--- src/rtl/mep_pkg.sv ---
package mep_pkg;

  // Field widths
  localparam int unsigned XW     = 11;
  localparam int unsigned YW     = 10;
  localparam int unsigned QW     = 32;   // Q3.28 word
  localparam int unsigned QFRAC  = 28;
  localparam int unsigned COLW   = 24;
  localparam int unsigned ITW    = 12;
  localparam int unsigned CFGIW  = 3;
  localparam int unsigned CFGDW  = 32;

  // Coordinate mapping: |idx * (hi - lo)| < 2^43
  localparam int unsigned MAGW   = 43;
  // Common width for sums ahead of Q3.28 saturation
  localparam int unsigned SUMW   = 45;
  localparam int unsigned PRODW  = 2 * QW;

  // 4.0 in Q7.56
  localparam logic [PRODW-1:0] FOUR_Q56 = 64'h0400_0000_0000_0000;

  // Reset values of the configuration registers
  localparam logic signed [QW-1:0] LEFT_RST   = -32'sd536870912;
  localparam logic signed [QW-1:0] RIGHT_RST  = 32'sd268435456;
  localparam logic signed [QW-1:0] TOP_RST    = 32'sd301989888;
  localparam logic signed [QW-1:0] BOTTOM_RST = -32'sd301989888;
  localparam logic [COLW-1:0]      COLOUR_RST = 24'hFF_FFFF;
  localparam logic [ITW-1:0]       LIMIT_RST  = 12'd500;

  typedef enum logic [CFGIW-1:0] {
    CFG_LEFT   = 3'd0,
    CFG_RIGHT  = 3'd1,
    CFG_TOP    = 3'd2,
    CFG_BOTTOM = 3'd3,
    CFG_COLOUR = 3'd4,
    CFG_LIMIT  = 3'd5
  } cfg_index_e;

  typedef struct packed {
    logic [XW-1:0] pixel_x;
    logic [YW-1:0] pixel_y;
  } pixel_in_t;

  typedef struct packed {
    logic [XW-1:0]   out_x;
    logic [YW-1:0]   out_y;
    logic [COLW-1:0] pixel_colour;
    logic [ITW-1:0]  iteration_count;
  } pixel_out_t;

  typedef struct packed {
    logic signed [QW-1:0] left_edge;
    logic signed [QW-1:0] right_edge;
    logic signed [QW-1:0] top_edge;
    logic signed [QW-1:0] bottom_edge;
    logic [COLW-1:0]      member_colour;
    logic [ITW-1:0]       iteration_limit;
  } cfg_t;

  // Controller -> datapath
  typedef struct packed {
    logic load_pixel;
    logic coord_sel;   // 0: real axis, 1: imaginary axis
    logic map_load;
    logic div_step;
    logic map_store;
    logic mul;
    logic update;
    logic out_load;
  } dp_cmd_t;

  // Datapath -> controller
  typedef struct packed {
    logic div_last;
    logic iter_done;
  } dp_status_t;

  // Clamp to the Q3.28 range
  function automatic logic signed [QW-1:0] sat_q(input logic signed [SUMW-1:0] v);
    logic signed [SUMW-1:0] hi_lim;
    logic signed [SUMW-1:0] lo_lim;
    hi_lim = SUMW'(32'sh7FFF_FFFF);
    lo_lim = SUMW'(32'sh8000_0000);
    if (v > hi_lim) begin
      return hi_lim[QW-1:0];
    end else if (v < lo_lim) begin
      return lo_lim[QW-1:0];
    end else begin
      return v[QW-1:0];
    end
  endfunction

endpackage

--- src/rtl/mep_ctrl.sv ---
module mep_ctrl (
  input  logic                 clk_i,
  input  logic                 rst_ni,
  input  logic                 in_valid_i,
  output logic                 in_ready_o,
  output logic                 out_valid_o,
  input  logic                 out_ready_i,
  output mep_pkg::dp_cmd_t     cmd_o,
  input  mep_pkg::dp_status_t  status_i
);
  import mep_pkg::*;

  typedef enum logic [9:0] {
    ST_IDLE  = 10'b00_0000_0001,
    ST_MAP_X = 10'b00_0000_0010,
    ST_DIV_X = 10'b00_0000_0100,
    ST_FIN_X = 10'b00_0000_1000,
    ST_MAP_Y = 10'b00_0001_0000,
    ST_DIV_Y = 10'b00_0010_0000,
    ST_FIN_Y = 10'b00_0100_0000,
    ST_MUL   = 10'b00_1000_0000,
    ST_UPD   = 10'b01_0000_0000,
    ST_DONE  = 10'b10_0000_0000
  } state_e;

  state_e state_q, state_d;
  logic   out_valid_q, out_valid_d;

  always_comb begin
    state_d    = state_q;
    cmd_o      = '0;
    in_ready_o = 1'b0;
    case (state_q)
      ST_IDLE: begin
        in_ready_o = 1'b1;
        if (in_valid_i) begin
          cmd_o.load_pixel = 1'b1;
          state_d          = ST_MAP_X;
        end
      end
      ST_MAP_X: begin
        cmd_o.map_load = 1'b1;
        state_d        = ST_DIV_X;
      end
      ST_DIV_X: begin
        cmd_o.div_step = 1'b1;
        if (status_i.div_last) begin
          state_d = ST_FIN_X;
        end
      end
      ST_FIN_X: begin
        cmd_o.map_store = 1'b1;
        state_d         = ST_MAP_Y;
      end
      ST_MAP_Y: begin
        cmd_o.coord_sel = 1'b1;
        cmd_o.map_load  = 1'b1;
        state_d         = ST_DIV_Y;
      end
      ST_DIV_Y: begin
        cmd_o.coord_sel = 1'b1;
        cmd_o.div_step  = 1'b1;
        if (status_i.div_last) begin
          state_d = ST_FIN_Y;
        end
      end
      ST_FIN_Y: begin
        cmd_o.coord_sel = 1'b1;
        cmd_o.map_store = 1'b1;
        state_d         = ST_MUL;
      end
      ST_MUL: begin
        cmd_o.mul = 1'b1;
        state_d   = ST_UPD;
      end
      ST_UPD: begin
        if (status_i.iter_done) begin
          state_d = ST_DONE;
        end else begin
          cmd_o.update = 1'b1;
          state_d      = ST_MUL;
        end
      end
      ST_DONE: begin
        // wait for the output slot to free up
        if (!out_valid_q || out_ready_i) begin
          cmd_o.out_load = 1'b1;
          state_d        = ST_IDLE;
        end
      end
      default: begin
        state_d = ST_IDLE;
      end
    endcase
  end

  always_comb begin
    if (cmd_o.out_load) begin
      out_valid_d = 1'b1;
    end else if (out_ready_i) begin
      out_valid_d = 1'b0;
    end else begin
      out_valid_d = out_valid_q;
    end
  end

  assign out_valid_o = out_valid_q;

  always_ff @(posedge clk_i or negedge rst_ni) begin
    if (!rst_ni) begin
      state_q     <= ST_IDLE;
      out_valid_q <= 1'b0;
    end else begin
      state_q     <= state_d;
      out_valid_q <= out_valid_d;
    end
  end

endmodule

--- config.mk ---
export PLATFORM = sky130hd
export DESIGN_NAME = mep_ctrl
export DESIGN_NICKNAME = d
export VERILOG_FILES = /design/src/rtl/mep_pkg.sv /design/src/rtl/mep_ctrl.sv
export SDC_FILE = /design/constraint.sdc
export NUM_CORES = 1
export LEC_CHECK = 0
export CAP_MARGIN = 20
export CORE_ASPECT_RATIO = 0.7
export CORE_MARGIN = 1.5
export CORE_UTILIZATION = 30
export CTS_CLUSTER_SIZE = 12
export DETAILED_ROUTE_END_ITERATION = 10
export DONT_BUFFER_PORTS = 1
export GPL_ROUTABILITY_DRIVEN = 0
export PLACE_DENSITY = 0.55
export SYNTH_ARGS = -nofsm -noshare
export SYNTH_HDL_FRONTEND = slang
export SYNTH_SLANG_ARGS = --single-unit
--- constraint.sdc ---
create_clock -name clk_i -period 2 [get_ports clk_i]
set_input_delay 0.2 -clock clk_i [delete_from_list [all_inputs] [get_ports clk_i]]
set_output_delay 0.2 -clock clk_i [all_outputs]
set_load 0.02 [all_outputs]
; ---- Yosys cells after proc, flatten, opt, wreduce, memory -nomap -nowiden
; Index checks and enable logic that the tools add are counted.
[classes]
mux = 20
bitwise = 0
div_mod_pow = 0
reduce_logical = 8
n_shift = 0
add_sub_neg = 0
n_eq_ne = 14
n_lt_le_gt_ge = 0
multipliers = 0
[op_table]
columns = op, count
row1 = case mux 10 bit (10 select lines), 1
row2 = two-way mux 10 bit, 5
row3 = two-way mux 1 bit, 14
row4 = "equality test 10 x 1 -> 1 bit, second input constant", 1
row5 = "equality test 10 bit, second input constant", 1
row6 = "equality test 10 x 2 -> 1 bit, second input constant", 1
row7 = "equality test 10 x 3 -> 1 bit, second input constant", 1
row8 = "equality test 10 x 4 -> 1 bit, second input constant", 1
row9 = "equality test 10 x 5 -> 1 bit, second input constant", 1
row10 = "equality test 10 x 6 -> 1 bit, second input constant", 1
row11 = "equality test 10 x 7 -> 1 bit, second input constant", 1
row12 = "equality test 10 x 8 -> 1 bit, second input constant", 1
row13 = "equality test 10 x 9 -> 1 bit, second input constant", 1
row14 = "inequality test 2 bit, second input constant", 4
row15 = OR reduction 2 bit, 3
row16 = AND reduction 4 bit, 1
row17 = OR reduction 3 bit, 1
row18 = nonzero test 2 bit, 1
row19 = zero test 1 bit, 1
row20 = logical OR 1 bit, 1
[word_totals]
in_bits = 6
ram_bits = 0
latchBits = 0
mem_count = 0
word_cells = 44
ff_bits = 11
rom_bits = 0
out_inout_bits = 10

; ---- Depth between registers and ports, before layout
[logic_depth]
depth_word = 5
ltp_mapped = 6
mapped_depth_nobuf = 4

; ---- Worst setup path after synthesis
; No wires, ideal clock.
[synth_timing]
path_kind = register to register
start = register state_q[2]
end = register state_q[7]
path_buffers = 1
t_arrival_ns = 2.287
setup_slack_ns = -0.356
path_stages_with_launch = 6
path_cell_list = dfrtp_1 buf_6 or4_1 or4_1 nor4_1 nand2b_1
[synth_between]
elab_chain_len = 3
elab_cells_between_ends = 16
classes_between = 14 x eq/ne / 1 x mux / 1 x reduce/logical
[synth_rtl]
columns = element, line
row1 = "start, declared", mep_ctrl.sv:26  ; state_e state_q, state_d;
row2 = "start signal, assigned", mep_ctrl.sv:114  ; state_q <= state_d;
row3 = equality test 10 bit (tied with other cells), mep_ctrl.sv:33  ; case (state_q)
row4 = inequality test 2 bit (no line), -
row5 = AND reduction 4 bit (no line), -
; Parallel ways exist; a longest one is shown, timed or not.
; A chain may end at the register's enable or synchronous reset.

==> impl_results.html <==
<table>
<tr><th>Metric</th><th>Value</th></tr>
<tr><th colspan="2">Cells and area</th></tr>
<tr><td>Final nets</td><td>105</td></tr>
<tr><td>Filler instances</td><td>227</td></tr>
<tr><td>Most frequent cells in the layout</td><td>sky130_fd_sc_hd__buf_4, sky130_fd_sc_hd__dfrtp_1, sky130_fd_sc_hd__nor2_1</td></tr>
<tr><td>Area growth from synthesis to final layout</td><td>40.8%</td></tr>
<tr><td>Commonest non-fill, non-tap cell in the layout</td><td>sky130_fd_sc_hd__buf_4</td></tr>
<tr><td>Combined flip-flop and latch cell area</td><td>277 sq um</td></tr>
<tr><td>Fraction of final layout cells sized beyond drive strength 1</td><td>36.7%</td></tr>
<tr><td>Final antenna diode count</td><td>0</td></tr>
<tr><td>Multi-input gate area</td><td>477 sq um</td></tr>
<tr><th colspan="2">Clock tree</th></tr>
<tr><td>Clock root buffer</td><td>sky130_fd_sc_hd__clkbuf_4</td></tr>
<tr><td>Maximum buffer depth of the clock tree</td><td>2</td></tr>
<tr><td>Source-to-sink clock delay at the later pin of the worst-skew pair</td><td>0.27 ns</td></tr>
<tr><td>Number of sinks handled by clock tree synthesis</td><td>11</td></tr>
<tr><td>Depth of the CTS H-tree</td><td>1</td></tr>
<tr><td>Clock tree from TritonCTS</td><td>done</td></tr>
<tr><td>Clock slew at reported path FFs</td><td>0.07 ns</td></tr>
<tr><td>Total clock buffers created by CTS</td><td>3</td></tr>
<tr><th colspan="2">Synth</th></tr>
<tr><td>Total standard cell area after synthesis</td><td>706 sq um</td></tr>
<tr><td>Cell variety after synth</td><td>31</td></tr>
<tr><td>Sequential share of the synthesized area</td><td>39.2%</td></tr>
<tr><td>Cell accounting for the most synthesized area</td><td>sky130_fd_sc_hd__dfrtp_1</td></tr>
<tr><td>Flops &amp; latches, synth</td><td>11</td></tr>
<tr><td>Syn nets</td><td>87</td></tr>
<tr><td>Mean Syn Cell Area</td><td>8.71 sq um</td></tr>
<tr><td>Area fraction of the dominant cell type after synthesis</td><td>35.5%</td></tr>
<tr><td>Post-synthesis cell count</td><td>81</td></tr>
<tr><td>Number of warnings issued by yosys</td><td>0</td></tr>
<tr><td>Dominant cells by area after synthesis</td><td>sky130_fd_sc_hd__dfrtp_1, sky130_fd_sc_hd__nand2b_1, sky130_fd_sc_hd__nor2_1</td></tr>
<tr><th colspan="2">Setup path</th></tr>
<tr><td>Setup Crit Path Kind</td><td>reg -&gt; out</td></tr>
<tr><td>Kind of launch point of the worst setup path</td><td>flop</td></tr>
<tr><td>Worst endpoint data arrival time</td><td>2.16 ns</td></tr>
<tr><td>Category of the worst setup path capture point</td><td>output pin</td></tr>
<tr><td>Crit Path Max Fanout</td><td>2</td></tr>
<tr><td>CP Data Required Time</td><td>1.80 ns</td></tr>
<tr><td>Reg2Reg Depth</td><td>4</td></tr>
<tr><th colspan="2">Timing</th></tr>
<tr><td>Max Fclk</td><td>0.423 GHz</td></tr>
<tr><td>Worst-Margin Slew</td><td>0.750 ns</td></tr>
<tr><td>Final worst path period need</td><td>2.36 ns</td></tr>
<tr><td>Final clock period utilization by the worst path</td><td>118%</td></tr>
<tr><td>Sum of negative setup slack</td><td>-1.25 ns</td></tr>
<tr><td>Pins over their slew limit</td><td>0</td></tr>
<tr><td>Headroom to the max-slew limit</td><td>49.3%</td></tr>
<tr><td>Minimum setup slack in the final design</td><td>-0.364 ns</td></tr>
<tr><td>Final Setup Violations</td><td>6</td></tr>
<tr><td>Clk_skew</td><td>0.00532 ns</td></tr>
<tr><td>Worst hold margin</td><td>0.0695 ns</td></tr>
<tr><td>Setup repair after global routing missed its margin</td><td>true</td></tr>
<tr><td>Total count of hold-check failures in the final report</td><td>0</td></tr>
<tr><th colspan="2">Min path</th></tr>
<tr><td>Worst Hold Path Cells</td><td>1</td></tr>
<tr><td>Path type of the worst min-delay path</td><td>in -&gt; reg</td></tr>
<tr><th colspan="2">Floorplan</th></tr>
<tr><td>Initial core utilization</td><td>32.2%</td></tr>
<tr><td>Area of the die</td><td>2660 sq um</td></tr>
<tr><td>Site Rows</td><td>14</td></tr>
<tr><td>Horizontal extent of the die</td><td>61.0 microns</td></tr>
<tr><td>Area of the core</td><td>2190 sq um</td></tr>
<tr><td>Die Y-Extent</td><td>43.6 microns</td></tr>
<tr><td>Number of top-level design ports</td><td>16</td></tr>
<tr><th colspan="2">Place</th></tr>
<tr><td>Sum of net half-perimeters after detailed placement</td><td>1530 microns</td></tr>
<tr><td>Placement-stage worst setup slack</td><td>-0.0554 ns</td></tr>
<tr><td>Buffers added on ports</td><td>0</td></tr>
<tr><th colspan="2">Global route</th></tr>
<tr><td>Global-route total usage across every layer</td><td>18.1%</td></tr>
<tr><td>Vias in the first global route</td><td>692</td></tr>
<tr><td>Largest net degree at the start of global routing</td><td>12</td></tr>
<tr><td>Global-route wire length before repair</td><td>3400 microns</td></tr>
<tr><td>Initial antenna violation count</td><td>0</td></tr>
<tr><td>Global route overflow</td><td>0</td></tr>
<tr><th colspan="2">Outcome</th></tr>
<tr><td>Violations in the final reports</td><td>negative setup slack</td></tr>
<tr><td>Outcome</td><td>finished, violations left</td></tr>
<tr><th colspan="2">Routing</th></tr>
<tr><td>Iter 0 DRT Violations</td><td>20</td></tr>
<tr><td>1st-pass router iterations</td><td>4</td></tr>
<tr><td>DR vias</td><td>687</td></tr>
<tr><td>Wire length per cell</td><td>16.0 microns</td></tr>
<tr><td>Via-to-Cell Ratio</td><td>5.28</td></tr>
<tr><td>DR DRC count</td><td>0</td></tr>
<tr><td>Total wire length</td><td>2080 microns</td></tr>
<tr><td>Antenna violation net count after detailed routing</td><td>0</td></tr>
<tr><th colspan="2">Job</th></tr>
<tr><td>Number of maximum-capacitance violations</td><td>0</td></tr>
<tr><th colspan="2">Power</th></tr>
<tr><td>Power density normalized to cell area</td><td>1110 nW/um^2</td></tr>
<tr><td>Total Power Consumption</td><td>0.00110 W</td></tr>
<tr><td>Worst vdd ir</td><td>0.539 mV</td></tr>
<tr><td>Leakage power</td><td>0.432 nW</td></tr>
</table>
## report_power, final
| group | total [W] | internal, W | switching, W |
|---|---|---|---|
| logic | 0.000670 | 0.000323 | 0.000347 |
| registers | 0.000278 | 0.000258 | 0.0000208 |
| clock network | 0.000156 | 0.0000773 | 0.0000787 |
## through the flow
stage / area, sq um / utilization [%] / cells
CTS: 980 / 44.7 / 129
finish: 993 / 45.4 / 130
global placement: 853 / 39.0 / 121
floorplan: 753 / - / 81
detailed placement: 853 / 39.0 / 121
global route: 993 / 45.4 / 130
## final timing paths
check | from | end | slack, ns
setup / recovery | state_q[7] | cmd_o[4] | -0.36
hold / removal | in_valid_i | state_q[1] | 0.07
setup reg to reg | state_q[7] | state_q[6] | 0.03
hold reg to reg | state_q[5] | state_q[9] | 0.73
max in group asynchronous | rst_ni | state_q[0] | 1.27
min in group asynchronous | rst_ni | state_q[4] | 0.35
## sequential cells by signal, summed over array words and instances (netlist names)
name and cells:
out_valid_o 1, state_q 10
## metal layers
layer	global-route usage [%]	part of all wire (%)
met5	0	0
met4	1.30	0
met3	6.27	5.9
met2	26.9	45
met1	26.5	49
## cell type report
class | count | share of cell area [%]
multi-input cells | 61 | 48.0
flip-flops and latches | 11 | 27.8
repair buffers | 19 | 16.4
well taps | 32 | 4.03
clock buffers | 4 | 2.64
inverters | 3 | 1.13
## synth_stat cells
cell,n
sky130_fd_sc_hd__and2_1,2
sky130_fd_sc_hd__and4bb_2,1
sky130_fd_sc_hd__or4_1,4
sky130_fd_sc_hd__nor2b_1,4
sky130_fd_sc_hd__o221ai_1,1
sky130_fd_sc_hd__nand2_1,4
sky130_fd_sc_hd__nor2_1,9
sky130_fd_sc_hd__o32ai_1,2
sky130_fd_sc_hd__clkbuf_1,3
sky130_fd_sc_hd__a22oi_1,1
sky130_fd_sc_hd__nand4_1,1
sky130_fd_sc_hd__nand3_1,2
sky130_fd_sc_hd__dfrtp_1,10
sky130_fd_sc_hd__nor4_1,2
sky130_fd_sc_hd__o22ai_1,3
sky130_fd_sc_hd__buf_2,1
sky130_fd_sc_hd__or3_1,2
sky130_fd_sc_hd__buf_6,1
sky130_fd_sc_hd__xor2_1,3
sky130_fd_sc_hd__nand2b_1,6
sky130_fd_sc_hd__buf_4,1
sky130_fd_sc_hd__nand3b_1,1
sky130_fd_sc_hd__a21oi_1,1
sky130_fd_sc_hd__xnor2_1,1
sky130_fd_sc_hd__nor3_1,3
sky130_fd_sc_hd__o21ai_0,3
sky130_fd_sc_hd__or4_4,1
sky130_fd_sc_hd__a211oi_1,1
sky130_fd_sc_hd__dfstp_2,1
sky130_fd_sc_hd__nor4b_1,3
sky130_fd_sc_hd__inv_1,3
## critical path: stages, from the launching register on
cell and delay [ns]:
sky130_fd_sc_hd__dfrtp_1 0.38, sky130_fd_sc_hd__or4_4 0.53, sky130_fd_sc_hd__or3_4 0.34, sky130_fd_sc_hd__or4_4 0.52, sky130_fd_sc_hd__o21ai_4 0.11
## what timing repair did
item | 4_1_cts | 5_1_grt
setup buffers | 2 | 1
hold endpoints to repair | 12 | 0
resized for setup | 16 | 1
setup endpoints to repair | 7 | 10
hold buffers | 2 | 0
pin swaps | 0 | 2
## kinds of logic (layout without fill, tap and decap cells)
| family | Yosys count | in the layout | share of synthesized area (%) |
|---|---|---|---|
| XOR/XNOR | 4 | 4 | 4.97 |
| AND/OR/NAND/NOR | 45 | 45 | 37.9 |
| AO/OA/AOI/OAI | 12 | 12 | 11.3 |
| flip-flops | 11 | 11 | 39.2 |
| buffers and inverters | 9 | 26 | 6.56 |
Note: power is estimated with default switching activity, not from simulation.
